## config.mk

```make
export PLATFORM = sky130hd
export DESIGN_NAME = html_anchor_url_extractor_top
export DESIGN_NICKNAME = d
export VERILOG_FILES = /design/src/hw/rtl/haue_pkg.sv /design/src/hw/rtl/html_anchor_url_extractor_top.sv /design/src/hw/rtl/haue_parse.sv /design/src/hw/rtl/haue_obuf.sv
export SDC_FILE = /design/constraint.sdc
export NUM_CORES = 1
export LEC_CHECK = 0
export BUFFER_PORTS_ARGS = -buffer_cell sky130_fd_sc_hd__buf_4
export CELL_PAD_IN_SITES_DETAIL_PLACEMENT = 0
export CELL_PAD_IN_SITES_GLOBAL_PLACEMENT = 1
export CORE_MARGIN = 2
export CORE_UTILIZATION = 48
export DETAILED_ROUTE_END_ITERATION = 8
export PLACE_DENSITY_LB_ADDON = 0.3
export SKIP_LAST_GASP = 1
export SLEW_MARGIN = 15
export SYNTH_ARGS = -nofsm -noshare
export SYNTH_HDL_FRONTEND = slang
export SYNTH_SLANG_ARGS = --single-unit
```

## constraint.sdc

```tcl
create_clock -name i_clk -period 9.24 [get_ports i_clk]
set_input_delay 0.924 -clock i_clk [delete_from_list [all_inputs] [get_ports i_clk]]
set_output_delay 0.924 -clock i_clk [all_outputs]
set_load 0.05 [all_outputs]
```

## src/hw/rtl/haue_pkg.sv

```systemverilog
// Package for the HTML anchor link extractor.
// Holds the recognizer state encoding, character codes and the result struct.
// No dependencies.
package haue_pkg;

    localparam int unsigned BYTE_W = 8;
    localparam int unsigned USER_W = 3;

    // Character codes the recognizer matches on
    localparam logic [BYTE_W-1:0] CH_NUL   = 8'h00;
    localparam logic [BYTE_W-1:0] CH_TAB   = 8'h09;
    localparam logic [BYTE_W-1:0] CH_LF    = 8'h0A;
    localparam logic [BYTE_W-1:0] CH_CR    = 8'h0D;
    localparam logic [BYTE_W-1:0] CH_SPACE = 8'h20;
    localparam logic [BYTE_W-1:0] CH_QUOTE = 8'h22;
    localparam logic [BYTE_W-1:0] CH_LT    = 8'h3C;
    localparam logic [BYTE_W-1:0] CH_EQ    = 8'h3D;
    localparam logic [BYTE_W-1:0] CH_GT    = 8'h3E;
    localparam logic [BYTE_W-1:0] CH_A     = 8'h61;
    localparam logic [BYTE_W-1:0] CH_E     = 8'h65;
    localparam logic [BYTE_W-1:0] CH_F     = 8'h66;
    localparam logic [BYTE_W-1:0] CH_H     = 8'h68;
    localparam logic [BYTE_W-1:0] CH_R     = 8'h72;

    typedef enum logic [10:0] {
        ST_IDLE   = 11'b000_0000_0001,
        ST_LT     = 11'b000_0000_0010,
        ST_A      = 11'b000_0000_0100,
        ST_ATTR   = 11'b000_0000_1000,
        ST_H      = 11'b000_0001_0000,
        ST_HR     = 11'b000_0010_0000,
        ST_HRE    = 11'b000_0100_0000,
        ST_HREF   = 11'b000_1000_0000,
        ST_EQ     = 11'b001_0000_0000,
        ST_VALUE  = 11'b010_0000_0000,
        ST_CLOSED = 11'b100_0000_0000
    } t_parse_state;

    typedef struct packed {
        logic              url_dropped;
        logic              url_done;
        logic              byte_valid;
        logic [BYTE_W-1:0] url_byte;
    } t_result;

    function automatic logic is_white(input logic [BYTE_W-1:0] c);
        return (c == CH_SPACE) || (c == CH_TAB) || (c == CH_LF) || (c == CH_CR);
    endfunction

    // Fallback inside the attribute run after a partial "href" match
    function automatic t_parse_state attr_fallback(input logic [BYTE_W-1:0] c);
        if (c == CH_H) begin
            return ST_H;
        end else if (c == CH_GT) begin
            return ST_IDLE;
        end
        return ST_ATTR;
    endfunction

endpackage

```

## src/hw/rtl/html_anchor_url_extractor_top.sv

```systemverilog
// HTML anchor link extractor, top level.
// Depends on haue_pkg, haue_parse and haue_obuf.
//
// Takes one document byte per cycle while s_axis_tready is high and streams
// out the bytes of each <a ... href="..."> value up to its first space, CR or
// LF, then a done marker at the closing '>', or a dropped marker if the document
// ends (tlast or a zero byte) while a value is pending. A byte is parsed in the
// cycle it is accepted and its result, if any, is registered into the output
// buffer. The recognizer state and truncation registers are the only feedback
// loop in the parser, so the block sustains one byte per cycle while ready is
// high; the two-entry output buffer keeps s_axis_tready high until an output stall leaves a result in its skid stage.
module html_anchor_url_extractor_top
    import haue_pkg::*;
(
    input  logic              i_clk,
    input  logic              i_rst_n,
    input  logic              s_axis_tvalid,
    output logic              s_axis_tready,
    input  logic [BYTE_W-1:0] s_axis_tdata,   // [7:0] data_byte
    input  logic              s_axis_tlast,   // document_end
    output logic              m_axis_tvalid,
    input  logic              m_axis_tready,
    output logic [BYTE_W-1:0] m_axis_tdata,   // [7:0] url_byte
    output logic [USER_W-1:0] m_axis_tuser    // [0] byte_valid, [1] url_done, [2] url_dropped
);

    logic    in_xfer;
    logic    has_result;
    t_result result;
    t_result out_data;

    assign in_xfer = s_axis_tvalid && s_axis_tready;

    haue_parse u_parse (
        .i_clk        (i_clk),
        .i_rst_n      (i_rst_n),
        .i_accept     (in_xfer),
        .i_byte       (s_axis_tdata),
        .i_last       (s_axis_tlast),
        .o_has_result (has_result),
        .o_result     (result)
    );

    haue_obuf u_obuf (
        .i_clk   (i_clk),
        .i_rst_n (i_rst_n),
        .i_push  (in_xfer && has_result),
        .i_data  (result),
        .o_ready (s_axis_tready),
        .o_valid (m_axis_tvalid),
        .i_take  (m_axis_tready),
        .o_data  (out_data)
    );

    assign m_axis_tdata = out_data.url_byte;
    assign m_axis_tuser = {out_data.url_dropped, out_data.url_done, out_data.byte_valid};

endmodule

```

## src/hw/rtl/haue_parse.sv

```systemverilog
// Byte recognizer: state register plus next-state and result logic.
// Depends on haue_pkg.
module haue_parse
    import haue_pkg::*;
(
    input  logic              i_clk,
    input  logic              i_rst_n,
    input  logic              i_accept,
    input  logic [BYTE_W-1:0] i_byte,
    input  logic              i_last,
    output logic              o_has_result,
    output t_result           o_result
);

    t_parse_state r_state, n_state;
    logic         r_trunc, n_trunc;
    t_parse_state s;
    logic         doc_end;

    always_comb begin
        s             = r_state;
        n_trunc       = r_trunc;
        o_result      = '0;
        doc_end       = i_last || (i_byte == CH_NUL);

        if (i_byte != CH_NUL) begin
            unique case (r_state)
                ST_LT: begin
                    if (i_byte == CH_A) begin
                        s = ST_A;
                    end else if (is_white(i_byte)) begin
                        s = ST_LT;
                    end else begin
                        s = ST_IDLE;
                    end
                end
                ST_A: s = is_white(i_byte) ? ST_ATTR : ST_IDLE;
                ST_ATTR: s = attr_fallback(i_byte);
                ST_H: s = (i_byte == CH_R) ? ST_HR : attr_fallback(i_byte);
                ST_HR: s = (i_byte == CH_E) ? ST_HRE : attr_fallback(i_byte);
                ST_HRE: s = (i_byte == CH_F) ? ST_HREF : attr_fallback(i_byte);
                ST_HREF: begin
                    if (i_byte == CH_EQ) begin
                        s = ST_EQ;
                    end else if (is_white(i_byte)) begin
                        s = ST_HREF;
                    end else begin
                        s = attr_fallback(i_byte);
                    end
                end
                ST_EQ: begin
                    if (i_byte == CH_QUOTE) begin
                        s       = ST_VALUE;
                        n_trunc = 1'b0;
                    end else if (is_white(i_byte)) begin
                        s = ST_EQ;
                    end else begin
                        s = attr_fallback(i_byte);
                    end
                end
                ST_VALUE: begin
                    if (i_byte == CH_QUOTE) begin
                        s = ST_CLOSED;
                    end else if ((i_byte == CH_SPACE) || (i_byte == CH_CR)
                                 || (i_byte == CH_LF)) begin
                        n_trunc = 1'b1;
                    end else if (!r_trunc) begin
                        o_result.url_byte   = i_byte;
                        o_result.byte_valid = 1'b1;
                    end
                end
                ST_CLOSED: begin
                    if (i_byte == CH_GT) begin
                        s                 = ST_IDLE;
                        o_result.url_done = 1'b1;
                        n_trunc           = 1'b0;
                    end
                end
                // idle and any corrupt code
                default: s = (i_byte == CH_LT) ? ST_LT : ST_IDLE;
            endcase
        end

        if (doc_end) begin
            o_result.url_dropped = (s == ST_VALUE) || (s == ST_CLOSED);
            s                    = ST_IDLE;
            n_trunc              = 1'b0;
        end
        n_state      = s;
        o_has_result = o_result.byte_valid || o_result.url_done || o_result.url_dropped;
    end

    always_ff @(posedge i_clk) begin
        if (!i_rst_n) begin
            r_state <= ST_IDLE;
            r_trunc <= 1'b0;
        end else if (i_accept) begin
            r_state <= n_state;
            r_trunc <= n_trunc;
        end
    end

endmodule

```

## src/hw/rtl/haue_obuf.sv

```systemverilog
// Output register with skid stage; keeps input ready while one result waits in the output register.
// Depends on haue_pkg.
module haue_obuf
    import haue_pkg::*;
(
    input  logic    i_clk,
    input  logic    i_rst_n,
    input  logic    i_push,
    input  t_result i_data,
    output logic    o_ready,
    output logic    o_valid,
    input  logic    i_take,
    output t_result o_data
);

    logic    r_main_valid, n_main_valid;
    logic    r_skid_valid, n_skid_valid;
    t_result r_main, n_main;
    t_result r_skid, n_skid;

    always_comb begin
        n_main_valid = r_main_valid;
        n_skid_valid = r_skid_valid;
        n_main       = r_main;
        n_skid       = r_skid;
        if (!r_main_valid || i_take) begin
            if (r_skid_valid) begin
                // push is blocked while the skid stage is full
                n_main_valid = 1'b1;
                n_main       = r_skid;
                n_skid_valid = 1'b0;
            end else begin
                n_main_valid = i_push;
                n_main       = i_data;
            end
        end else if (i_push) begin
            n_skid_valid = 1'b1;
            n_skid       = i_data;
        end
    end

    always_ff @(posedge i_clk) begin
        if (!i_rst_n) begin
            r_main_valid <= 1'b0;
            r_skid_valid <= 1'b0;
        end else begin
            r_main_valid <= n_main_valid;
            r_skid_valid <= n_skid_valid;
        end
        r_main <= n_main;
        r_skid <= n_skid;
    end

    assign o_ready = !r_skid_valid;
    assign o_valid = r_main_valid;
    assign o_data  = r_main;

endmodule

```

# == Word level (Yosys, flattened, before mapping) ==
# Index checks and enable logic that the tools add are counted.
# classes
n_eq_ne,29
n_mux,57
bitwise,2
n_reduce_logical,21
# ops
op,count
11-bit two-way mux,21
11-bit one-hot mux with 10 select lines,1
8-bit by 6-bit == test with 1-bit output (second input constant),5
8-bit by 7-bit == test with 1-bit output (second input constant),5
9-bit two-way mux,4
1-bit two-way mux,26
8-bit by 4-bit == test with 1-bit output (second input constant),3
11-bit by 10-bit == test with 1-bit output (second input constant),2
11-bit == test (second input constant),2
11-bit by 2-bit == test with 1-bit output (second input constant),1
11-bit by 3-bit == test with 1-bit output (second input constant),1
11-bit by 4-bit == test with 1-bit output (second input constant),1
11-bit by 5-bit == test with 1-bit output (second input constant),1
11-bit by 6-bit == test with 1-bit output (second input constant),1
11-bit by 7-bit == test with 1-bit output (second input constant),1
11-bit by 8-bit == test with 1-bit output (second input constant),1
11-bit by 9-bit == test with 1-bit output (second input constant),1
1-bit logical OR,10
10-bit two-way mux,1
3-bit by 1-bit inequality test with 1-bit output (second input constant),3
8-bit zero test,1
8-bit nonzero test,1
7-bit AND reduction,1
2-bit two-way mux,2
other kinds (10),13
# word_totals
reg_bits,36
output_inout_bits,13

# == Logic depth before layout (Yosys ltp) ==
# depth
word_depth,19
ltp_mapped,9
ltp_nobuf,7

# == Hierarchy ==
# Synthesis repeated with hierarchy kept, for this count alone.
# unflattened
cells_unflattened,237
hier_area_um2,2312.2
# modules_own_cells
module,instances,cells_per_inst,area_per_inst_um2,seq_area_each_um2
haue_parse,1,192,1420.1,240.2
haue_obuf,1,43,879.6,700.7
html_anchor_url_extractor_top,1,2,12.5,0.0

# == Worst setup path after synthesis ==
# Ideal clock, no wire load.
# synth_timing
path_type,input-to-reg
from,in s_axis_tdata[0]
to,reg u_obuf.r_skid[0] (netlist bit) (enable)
setup_ns,0.381
arrival_ns,3.408
setup_slack_ns,5.451
cell_stages,7
path_cell_list,or4_4 nor3_4 mux2i_1 or4_4 a2111oi_4 nand3_2 a311oi_2
# synth_via
elab_chain_cells,18
elab_cells_between_ends,73
cone_classes,eq/ne: 15; mux: 45; reduce/logical: 13
# synth_rtl
element,line_no,text
"start, declared",html_anchor_url_extractor_top.sv:19,"input logic [BYTE_W-1:0] s_axis_tdata,"
8-bit by 6-bit == test with 1-bit output,"haue_pkg.sv:54, haue_parse.sv:73",
1-bit two-way mux,"haue_pkg.sv:54, haue_parse.sv:73",
1-bit two-way mux,haue_pkg.sv:52,if (c == CH_H) begin
1-bit two-way mux,haue_parse.sv:55,end else if (is_white(i_byte)) begin
"1-bit two-way mux, on equally long branches","haue_parse.sv:52, haue_parse.sv:43",
1-bit two-way mux,haue_parse.sv:27,unique case (r_state)
1-bit two-way mux,haue_parse.sv:26,if (i_byte != CH_NUL) begin
11-bit two-way mux,haue_pkg.sv:57,return ST_ATTR;
(+2 left out),--,
11-bit one-hot mux with 10 select lines,haue_parse.sv:27,
11-bit two-way mux,haue_parse.sv:26,
11-bit by 10-bit == test with 1-bit output or 11-bit == test (tied branches),haue_parse.sv:85,o_result.url_dropped = (s == ST_VALUE) || (s == ST_CLOSED);
1-bit logical OR,haue_parse.sv:85,
1-bit two-way mux,haue_parse.sv:84,if (doc_end) begin
1-bit logical OR *,haue_parse.sv:90,o_has_result = o_result.byte_valid || o_result.url_done || o_result.url_dropped;
1-bit logical AND *,html_anchor_url_extractor_top.sv:47,".i_push (in_xfer && has_result),"
2-bit AND reduction (no line) *,--,
"end signal, assigned",haue_obuf.sv:51,r_skid <= n_skid;
"end, declared",haue_obuf.sv:19,"t_result r_skid, n_skid;"
# Mark *: on every way between the ends. The rest lies on a longest branch, timed or not. The select of a mux whose other input is x is not followed.
# A chain may end at the register's enable or synchronous reset.

# == Final worst setup path ==
# layout_timing
from,in s_axis_tdata[0]
to,reg u_obuf.r_skid[1] (netlist bit) (enable)
# The elaborated chain is that of the path after synthesis.

==> metrics.yaml <==
status:
  outcome: "finished clean"
power_and_ir_drop:
  finalPower_mw: 0.2940
  power.density_nw_per_um2: 113.7
  power_leakage_nw: 0.9163
  ir_drop_mv: 0.05705
clocking:
  h-tree-depth: 2
  post_cts_resized: 0
  insertion_delay_ns: 0.29
  cts.path.max_buffers: 2
  cts_tree: "done"
  cts_buffers: 5
  postCtsSetupRepairBufs: 0
  cts_root_buf: "clkbuf_8"
  clk_pin_slew_ns: 0.07
  ctsHoldBuffers: 0
  clock_sinks: 36
yosys:
  synthSimpleGateAreaFrac_pct: 32.66
  synth_xor_area_share_pct: 1.143
  synth_seq_cells: 36
  synth_top_area_share_pct: 28.74
  synthCells: 247
  synthTopCellsByArea: "edfxtp_1 29%, dfxtp_1 12%, mux2_2 3.9%"
  yosys_warnings: 0
  synth.net_count: 260
  synthMuxAreaShare_pct: 4.355
  avgSynthCellArea_um2: 9.305
  async_reset_ff_share_pct: 0
  synth_ff_type: "edfxtp_1"
  synth.largest_area_cell: "edfxtp_1"
  synth_cell_type_count: 53
  syn_area_um2: 2298
  synth_fa_ha_area_share_pct: 0
  synth_compound_area_share_pct: 17.96
  yosysSeqAreaShare_pct: 40.94
  synth_top_family_by_area: "simple AND/OR/NAND/NOR gates"
  synth_edf_count: 22
floorplan:
  start_util_pct: 49.32
  dieArea_um2: 5358
  die_y_um: 73.20
  rows: 25
  num_io_pins: 26
  core_um2: 4661
  dieWidth_um: 73.20
setup_path:
  path_class: "in -> reg"
  end_kind: "register"
  path_common_cell: "or4_4"
  cp_slowest_cell: "a311oi_2"
  required_ns: 9.15
  path_cells: "buf_4 -> or4_4 -> nor3_4 -> mux2i_1 -> or4_4 -> a2111oi_4 -> nand3_2 -> a311oi_2"
  cpPeakStageDelay_ns: 0.80
  cp.arrival_ns: 3.92
  cp-start-kind: "primary input"
  worstPathMaxFanout: 12
  r2r_setup_slack_ns: 5.48
global_routing:
  grt_pass1_wl_um: 9073
  gr-total-overflow: 0
  antenna_found_initial: 0
  use_met1_pct: 27.76
  grt_pass1_vias: 1839
  grt_max_degree: 16
  groute.usage.overall_pct: 22.20
  use_met3_pct: 4.558
  busiest_layer: "met2"
  use_met2_pct: 36.84
placed_design:
  numPortBuffers: 25
  placed_cells: 313
  dp_hpwl_um: 4071
  dp_slack_ns: 4.952
  place_congestion: 0.9235
timing:
  fmax_ghz: 0.2499
  fin_tns_setup_ns: 0
  fin_crit_sh_pct: 43.31
  holdWs_ns: 0.5141
  setup_viol: 0
  layout_setup_ws_ns: 5.238
  hold_viol_final: 0
  fin_crit_ns: 4.002
  clock_skew_ns: 0.004673
  tightest_slew_ns: 0.8852
  slew_headroom_pct: 40.44
  drv_slew: 0
  rsz0062_at_grt: "false"
route:
  drt_wl_total_um: 5482
  ant_nets: 0
  wl_per_cell_um: 17.08
  vias: 1977
  vias_per_cell: 6.159
  first_iter_violations: 167
  drcViolationCount: 0
  first_pass_iters: 4
cells_and_area:
  diodes: 0
  drive_gt1_share_pct: 17.98
  fin_nets: 279
  most-common-layout-cells: "25 x buf_4, 22 x edfxtp_1, 16 x nor2_1, 16 x nand2_1, 14 x dfxtp_1"
  final_cells: 321
  final_common_cell: "buf_4"
  area_growth_pct: 12.52
worst_hold_path:
  hold_path.class: "reg -> reg"
flow_run:
  cap_violations: 0
## metal layers
metal | wire length [um] | vias to the layer above
li1 | - | 990
met1 | 2458 | 922
met2 | 2643 | 51
met3 | 207 | 14
met4 | 172 | 0
met5 | 0 | -
## logic make-up (layout without fill, tap and decap cells)
group,count (synthesis),after routing
flip-flops,36,36
AO/OA/AOI/OAI,54,54
multiplexers,9,9
AND/OR/NAND/NOR,127,127
XOR/XNOR,3,3
buffers and inverters,18,38
## metrics by stage
step	area, um^2	util [%]
4_1_cts	2586	55.49
3_5_place_dp	2505	53.75
6_report	2586	55.49
2_1_floorplan	2298	-
5_1_grt	2586	55.49
3_3_place_gp	2505	53.75
## final cells by class
type,instances,area [um^2]
Sequential cell,36,940.9
Fill cell,432,2074
Multi-Input combinational cell,193,1290
Tap cell,54,67.56
Inverter,5,18.77
Clock inverter,1,5.005
Clock buffer,7,76.32
Timing Repair Buffer,25,187.7
## registers in the layout (all words and copies together), names as in the netlist
register,count
u_obuf.r_skid,11
u_obuf.o_data,11
u_parse.r_trunc,1
u_obuf.r_skid_valid,1
u_parse.r_state,11
u_obuf.o_valid,1
## cell usage after synthesis (2+ instances only)
master and count:
a21boi_0 3, clkbuf_1 13, nor3b_1 3, edfxtp_1 22, or3_1 3, and3_1 5
o21ai_1 2, o2111ai_1 3, nor3_1 12, dfxtp_1 14, nand2b_1 10, inv_1 5
nand4_1 6, nor2_1 16, nor4bb_1 2, or2_1 2, mux2_2 8, xor2_1 3
nor2b_1 13, nand2_1 16, o22ai_1 2, o21ai_0 8, a22o_1 2, or4_4 2
a22oi_1 6, nor4_1 5, a21oi_1 6, and2_1 9, nand3_1 11, o31ai_1 6
and4_1 4, o41ai_1 4
## power by group
part / leakage (nW) / switching, mW / total (mW) / internal [mW]
Sequential: 0.348 / 0.0000327 / 0.168 / 0.168
Combinational: 0.526 / 0.0114 / 0.0188 / 0.00749
Clock: 0.0422 / 0.0539 / 0.107 / 0.0529
Total: 0.916 / 0.0653 / 0.294 / 0.229
## worst paths after layout
path | start | endpoint | cells past startpoint
setup / recovery | s_axis_tdata[0] | u_obuf.r_skid[1] | 8
hold / removal | u_parse.r_state[4] | u_parse.r_state[4] | 2
setup reg to reg | u_parse.r_state[8] | u_obuf.r_skid[1] | 7
hold reg to reg | u_parse.r_state[4] | u_parse.r_state[4] | 2
## critical path, delay by kind of cell
family	cells	cell delay (ns)
mux	1	0.14
compound gates	2	1.07
buf+inv	1	0.15
simple gates	4	1.63
(Power assumes the default switching activity.)
